`src/hdl/spq_pkg.sv`:
```
// Package for the sorted priority queue: item types, codes and defaults.
// Used by spq_cell, sorted_priority_queue_unit and spq_checker.
package spq_pkg;

    // Field widths fixed by the item format.
    localparam int TAG_W    = 16;
    localparam int SCORE_W  = 32;
    localparam int OCC_W    = 5;

    // Default sizes for the queue.
    localparam int QUEUE_DEPTH_DEF = 16;
    localparam int TAG_BITS_DEF    = 16;

    // Operation carried by an input item.
    typedef enum logic [0:0] {
        CMD_INSERT = 1'b0,
        CMD_POP    = 1'b1
    } t_cmd;

    // Outcome reported with each result item.
    typedef enum logic [1:0] {
        ST_DONE  = 2'd0,
        ST_FULL  = 2'd1,
        ST_EMPTY = 2'd2
    } t_status;

    typedef struct packed {
        t_cmd               cmd;
        logic [TAG_W-1:0]   node_tag;
        logic [SCORE_W-1:0] score;
    } t_in_item;

    typedef struct packed {
        logic [TAG_W-1:0]   popped_tag;
        logic [SCORE_W-1:0] popped_score;
        t_status            status;
        logic [OCC_W-1:0]   occupancy;
    } t_out_item;

    // Operation broadcast to every cell of the chain.
    typedef struct packed {
        logic insert;
        logic pop;
    } t_cell_op;

endpackage

```
`src/hdl/spq_cell.sv`:
```
// One slot of the sorted chain: holds a score and a tag, compares against
// the broadcast score and takes data from its left or right neighbor.
// Depends on spq_pkg.
module spq_cell #(
    parameter int TAG_BITS = spq_pkg::TAG_BITS_DEF
) (
    input  logic                        i_clk,
    input  spq_pkg::t_cell_op           i_op,
    input  logic                        i_occ,
    input  logic [spq_pkg::SCORE_W-1:0] i_new_score,
    input  logic [TAG_BITS-1:0]         i_new_tag,
    input  logic                        i_left_le,
    input  logic [spq_pkg::SCORE_W-1:0] i_left_score,
    input  logic [TAG_BITS-1:0]         i_left_tag,
    input  logic [spq_pkg::SCORE_W-1:0] i_right_score,
    input  logic [TAG_BITS-1:0]         i_right_tag,
    output logic                        o_le,
    output logic [spq_pkg::SCORE_W-1:0] o_score,
    output logic [TAG_BITS-1:0]         o_tag
);

    logic [spq_pkg::SCORE_W-1:0] r_score, n_score;
    logic [TAG_BITS-1:0]         r_tag, n_tag;

    // An occupied slot whose score does not exceed the new one stays put.
    assign o_le = i_occ && (r_score <= i_new_score);

    // On insert the first slot past the stay-put prefix takes the new entry,
    // and the slots after it move one place right. On pop all move left.
    always_comb begin
        n_score = r_score;
        n_tag   = r_tag;
        if (i_op.insert && !o_le) begin
            if (i_left_le) begin
                n_score = i_new_score;
                n_tag   = i_new_tag;
            end else begin
                n_score = i_left_score;
                n_tag   = i_left_tag;
            end
        end else if (i_op.pop) begin
            n_score = i_right_score;
            n_tag   = i_right_tag;
        end
    end

    always_ff @(posedge i_clk) begin
        r_score <= n_score;
        r_tag   <= n_tag;
    end

    assign o_score = r_score;
    assign o_tag   = r_tag;

endmodule

```
`src/hdl/sorted_priority_queue_unit.sv`:
```
// Sorted min-priority queue. The block takes one insert or pop item per cycle
// for as long as results are taken; the limit is the compare-and-shift across
// the chain of cells, where every slot compares its score with the new one in
// parallel and moves its entry one place left or right. Each item gives one
// result from an output register, and a new item is accepted while the
// previous result waits unless the output is stalled. Entries with equal
// scores leave in the order they came. There is no clearing pass after reset.
// Depends on spq_pkg and spq_cell.
module sorted_priority_queue_unit #(
    parameter int QUEUE_DEPTH = spq_pkg::QUEUE_DEPTH_DEF,
    parameter int TAG_BITS    = spq_pkg::TAG_BITS_DEF
) (
    input  logic               i_clk,
    input  logic               i_rst_n,
    input  logic               i_in_valid,
    output logic               o_in_stall,
    input  spq_pkg::t_in_item  i_in_item,
    output logic               o_out_valid,
    input  logic               i_out_stall,
    output spq_pkg::t_out_item o_out_item
);

    localparam int CNT_W = $clog2(QUEUE_DEPTH + 1);
    localparam int TEXT_W = TAG_BITS + spq_pkg::TAG_W;
    localparam int OEXT_W = CNT_W + spq_pkg::OCC_W;

    logic [CNT_W-1:0]         r_count, n_count;
    logic                     r_out_valid;
    spq_pkg::t_out_item       r_out_item, n_out_item;
    logic                     w_accept, w_full, w_empty;
    spq_pkg::t_cell_op        w_op;
    logic [TEXT_W-1:0]        w_in_tag_ext, w_out_tag_ext;
    logic [OEXT_W-1:0]        w_occ_ext;
    logic [TAG_BITS-1:0]      w_new_tag;

    logic                        w_le    [QUEUE_DEPTH];
    logic [spq_pkg::SCORE_W-1:0] w_score [QUEUE_DEPTH];
    logic [TAG_BITS-1:0]         w_tag   [QUEUE_DEPTH];

    // Input is held back only while a result waits and the output is stalled.
    assign o_in_stall = r_out_valid && i_out_stall;
    assign w_accept   = i_in_valid && !o_in_stall;

    assign w_full  = (r_count == CNT_W'(QUEUE_DEPTH));
    assign w_empty = (r_count == '0);

    assign w_op.insert = w_accept && (i_in_item.cmd == spq_pkg::CMD_INSERT) && !w_full;
    assign w_op.pop    = w_accept && (i_in_item.cmd == spq_pkg::CMD_POP) && !w_empty;

    // Stored tags keep TAG_BITS bits of the incoming tag.
    assign w_in_tag_ext = {{TAG_BITS{1'b0}}, i_in_item.node_tag};
    assign w_new_tag    = w_in_tag_ext[TAG_BITS-1:0];

    // Chain of cells; the last one feeds itself on pop since it is vacated.
    for (genvar g = 0; g < QUEUE_DEPTH; g++) begin : g_cell
        logic                        w_left_le;
        logic [spq_pkg::SCORE_W-1:0] w_left_score, w_right_score;
        logic [TAG_BITS-1:0]         w_left_tag, w_right_tag;

        if (g == 0) begin : g_first
            assign w_left_le    = 1'b1;
            assign w_left_score = w_score[g];
            assign w_left_tag   = w_tag[g];
        end else begin : g_mid
            assign w_left_le    = w_le[g-1];
            assign w_left_score = w_score[g-1];
            assign w_left_tag   = w_tag[g-1];
        end

        if (g == QUEUE_DEPTH - 1) begin : g_last
            assign w_right_score = w_score[g];
            assign w_right_tag   = w_tag[g];
        end else begin : g_inner
            assign w_right_score = w_score[g+1];
            assign w_right_tag   = w_tag[g+1];
        end

        spq_cell #(
            .TAG_BITS(TAG_BITS)
        ) u_cell (
            .i_clk        (i_clk),
            .i_op         (w_op),
            .i_occ        (r_count > CNT_W'(g)),
            .i_new_score  (i_in_item.score),
            .i_new_tag    (w_new_tag),
            .i_left_le    (w_left_le),
            .i_left_score (w_left_score),
            .i_left_tag   (w_left_tag),
            .i_right_score(w_right_score),
            .i_right_tag  (w_right_tag),
            .o_le         (w_le[g]),
            .o_score      (w_score[g]),
            .o_tag        (w_tag[g])
        );
    end

    // Entry count after this item.
    always_comb begin
        n_count = r_count;
        if (w_op.insert) begin
            n_count = r_count + CNT_W'(1);
        end else if (w_op.pop) begin
            n_count = r_count - CNT_W'(1);
        end
    end

    // Result of this item; the popped entry is the head of the chain.
    assign w_out_tag_ext = {{spq_pkg::TAG_W{1'b0}}, w_tag[0]};
    assign w_occ_ext     = {{spq_pkg::OCC_W{1'b0}}, n_count};

    always_comb begin
        n_out_item              = '0;
        n_out_item.status       = spq_pkg::ST_DONE;
        n_out_item.occupancy    = w_occ_ext[spq_pkg::OCC_W-1:0];
        unique case (i_in_item.cmd)
            spq_pkg::CMD_INSERT: begin
                if (w_full) begin
                    n_out_item.status = spq_pkg::ST_FULL;
                end
            end
            spq_pkg::CMD_POP: begin
                if (w_empty) begin
                    n_out_item.status = spq_pkg::ST_EMPTY;
                end else begin
                    n_out_item.popped_tag   = w_out_tag_ext[spq_pkg::TAG_W-1:0];
                    n_out_item.popped_score = w_score[0];
                end
            end
            default: begin
                n_out_item.status = spq_pkg::ST_DONE;
            end
        endcase
    end

    // Control state.
    always_ff @(posedge i_clk) begin
        if (!i_rst_n) begin
            r_count     <= '0;
            r_out_valid <= 1'b0;
        end else begin
            r_count <= n_count;
            if (w_accept) begin
                r_out_valid <= 1'b1;
            end else if (!i_out_stall) begin
                r_out_valid <= 1'b0;
            end
        end
    end

    // Output payload register.
    always_ff @(posedge i_clk) begin
        if (w_accept) begin
            r_out_item <= n_out_item;
        end
    end

    assign o_out_valid = r_out_valid;
    assign o_out_item  = r_out_item;

endmodule

```
`config.mk`:
```
export PLATFORM = sky130hd
export DESIGN_NAME = sorted_priority_queue_unit
export DESIGN_NICKNAME = d
export VERILOG_FILES = /design/src/hdl/spq_pkg.sv /design/src/hdl/spq_cell.sv /design/src/hdl/sorted_priority_queue_unit.sv
export SDC_FILE = /design/constraint.sdc
export NUM_CORES = 2
export LEC_CHECK = 0
export ABC_AREA = 1
export BUFFER_PORTS_ARGS = -buffer_cell sky130_fd_sc_hd__buf_4
export CAP_MARGIN = 10
export CORE_MARGIN = 5
export CORE_UTILIZATION = 30
export CTS_CLUSTER_SIZE = 12
export DETAILED_ROUTE_END_ITERATION = 10
export HOLD_SLACK_MARGIN = 0.05
export MAX_ROUTING_LAYER = met4
export PLACE_DENSITY = 0.44
export SYNTH_ARGS = -nofsm -noshare
export SYNTH_HDL_FRONTEND = slang
export SYNTH_SLANG_ARGS = --single-unit
export TNS_END_PERCENT = 10
```
`constraint.sdc`:
```
create_clock -name i_clk -period 4.6 [get_ports i_clk]
set_input_delay 0.46 -clock i_clk [delete_from_list [all_inputs] [get_ports i_clk]]
set_output_delay 0.46 -clock i_clk [all_outputs]
set_load 0.03 [all_outputs]
```
==> impl_metrics.toml <==
[run_status]
status = "complete, no violations"

[detailed_routing]
wl_met2_microns = 80460
top_layer = "met4"
dr.pass1.iters = 5
wl_microns = 182400
drcViolationCount = 0
vias = 47274
wire_per_inst_microns = 18.11
vias_per_cell = 4.694
detail-route-antenna-nets = 0
wl_met3_microns = 8439
initialDrtViolationCount = 3133
m1WireLength_microns = 90130

[timing]
finalHoldViolCount = 0
final.setup_skew_ns = 0.02757
period_minus_slack_ns = 3.244
rsz0062_at_grt = "no"
fmax_ghz = 0.3083
slew_violations = 0
setup_viol = 0
worst_pin_slew_ns = 0.9733
finalCritPeriodShare = 0.7052
slew_headroom = 0.3502
holdWs_ns = 0.1765
setup_tns_ns = 0

[min_path]
hold_class = "in2reg"

[place]
gp_congestion = 0.8347
port-buffer-count = 109
dpl.cell_count = 9880
hpwl_microns = 142700

[critical_path]
cp_slowest_stage_delay_ns = 0.72
cp_top_family = "buffers and inverters"
cp_num_buf_inv = 4
crit_path_frequent_cell = "nand2_1"
crit_slowest_cell = "inv_2"
start_kind = "primary input"
crit_path_cell_trace = "buf_4, inv_1, buf_4, ha_1, nand2_1, nor2_1, nand2_1, nand2_1, nand2_1, nand2_1, nand2_1, nand2_1, nand2_1, nand2_2, nand2_2, inv_2, nand2_1, nand2_1"
cp.required_ns = 5.20
crit_fanout = 48
worstPathArrival_ns = 3.84
crit_path_end_kind = "flip-flop"
path_class = "in2reg"

[synthesis]
yosysSeqAreaShare = 0.4393
ys_async_sr_fraction = 0
syn-cell-area_sq_um = 56530
synth_top_area_cell = "edfxtp_1"
ys_seq_elements = 829
synth_top_area_frac = 0.4372
synth_ff_type = "edfxtp_1"
synth_cells = 7536
synth.area.top_cells = "edfxtp_1 44%, nand2_1 27%, ha_1 11%"
syn_nets = 8106
synth_area_per_cell_sq_um = 7.501
synth_edf_count = 823
synthDistinctLibCells = 36
yosys_warnings = 0

[clock_tree]
ctsRootBufferMaster = "clkbuf_16"
clockBufferDepth = 3
htree_num_levels = 3
path_clk_slew_ns = 0.06
cts_resized = 0
cts_tree = "done"
cts_setup_buffers = 0
cts_buffers = 103
cts_hold_buffers = 2
clock_sinks = 829
clock_latency_ns = 0.73

[power_and_ir_drop]
p_leak_nw = 30.88
pwr-share-seq = 0.400
pwr-share-clk = 0.299
p_per_area_nw_per_um2 = 429.1
p_int_mw = 17.27
power.switching_mw = 9.967
vdd.ir_drop.worst_mv = 0.2817
pwr-share-comb = 0.301
switching_share = 0.3660

[die]
coreArea_sq_um = 187600
die_x_microns = 444.1
dieArea_sq_um = 197200
io_pins = 110
die_h_microns = 444.1
row_count = 159
start_util = 0.3013

[layout]
drive_above_1_share = 0.06549
nets = 8062
area_growth_pct = 12.28
fin_cells = 10072
fillCellCount = 20016

[global_route]
track_usage = 0.1861
grt_pass1_vias = 47618
antenna_found_initial = 6
grt_pass1_wl_microns = 286300
grt_max_degree = 97
grt.overflow.total = 0

[job]
drv_cap = 0
-- cells in the mapped netlist, drive strengths merged, types with 2 or more instances --
master and count:
a21o 20, a21oi 220, a31oi 2, buf 200
clkbuf 226, dfxtp 6, edfxtp 823, ha 517
inv 266, nand2 4101, nand3 709, nand4 37
nor2 226, nor3 5, o211ai 2, o21a 19
o21ai 146, o21bai 2, or2 2, xor2 3
-- cell type report --
type / count / area, sq um / area share
Clock buffer: 130 / 2720 / 0.04286
Sequential cell: 829 / 24830 / 0.3913
Tap cell: 2495 / 3122 / 0.04918
Timing Repair Buffer: 277 / 2235 / 0.03521
Multi-Input combinational cell: 6015 / 29010 / 0.4570
Inverter: 266 / 1002 / 0.01579
Clock inverter: 57 / 541.8 / 0.008536
Antenna cell: 3 / 7.507 / 0.0001183
-- power groups by stage --
stage | combinational (mW) | sequential, mW | clock, mW
after floorplan | 5.78 | 10.9 | 0
after global placement | 8.19 | 11.0 | 0
after detailed placement | 8.28 | 11.0 | 0
after CTS | 8.31 | 10.9 | 8.43
after global routing | 9.45 | 11.0 | 8.69
final | 8.20 | 10.9 | 8.13
-- final timing paths --
check                                                            start                                    end  slack [ns]  cells after the start
worst max-delay path                                      i_in_item[7]    g_cell[2].u_cell.o_tag[7]$_DFFE_PP_        1.36                     18
worst min-delay path                                     i_in_item[48]            o_out_item[6]$_SDFFCE_PN0P_        0.18                      3
worst max register to register  g_cell[1].u_cell.o_score[31]$_DFFE_PP_    g_cell[1].u_cell.o_tag[2]$_DFFE_PP_        1.56                     13
worst min register to register   g_cell[15].u_cell.o_tag[13]$_DFFE_PP_  g_cell[14].u_cell.o_tag[13]$_DFFE_PP_        0.51                      2
-- per-layer routing --
layer / GRT usage / vias up
li1: - / 24586
met4: 0.04188 / 0
met5: - / -
met1: 0.2590 / 21579
met2: 0.2911 / 934
met3: 0.02221 / 175
-- sequential cells by signal, indices dropped and copies added (netlist names) --
name	flops
r_count	5
o_out_item	55
o_out_valid	1
g_cell.u_cell.o_score	512
g_cell.u_cell.o_tag	256
-- cells in the final DEF (no fill, tap or decap), drive strengths merged, types with 5 or more instances in the layout --
cell,netlist,routed
a21o,20,20
a21oi,220,220
buf,200,275
bufinv,0,9
clkbuf,226,130
clkinv,0,44
dfxtp,6,6
edfxtp,823,823
ha,517,517
inv,266,268
nand2,4101,4101
nand3,709,709
nand4,37,37
nor2,226,226
nor3,5,5
o21a,19,19
o21ai,146,146
-- metrics by stage --
step	util	worst slack (ns)	total power [mW]	instance area, sq um
6_report	0.3383	1.356	27.23	63470
5_1_grt	0.3383	1.099	29.17	63460
4_1_cts	0.3383	1.408	27.62	63460
3_5_place_dp	0.3208	0.6213	19.32	60180
3_3_place_gp	0.3208	0.6159	19.22	60180
2_1_floorplan	-	0.6134	16.63	56530
-- kinds of logic after synthesis --
family | Yosys count | share of synthesized area
simple gates | 5082 | 0.3556
flops | 829 | 0.4393
buf+inv | 692 | 0.05108
fa+ha+maj | 517 | 0.1144
compound gates | 413 | 0.03911
xor+xnor | 3 | 0.0004649
-- tightest hold or removal path: stages --
cell and delay, ns:
buf_4 0.17, inv_1 0.06, nor2_1 0.04
No activity file was read; power rests on OpenSTA's default activity.
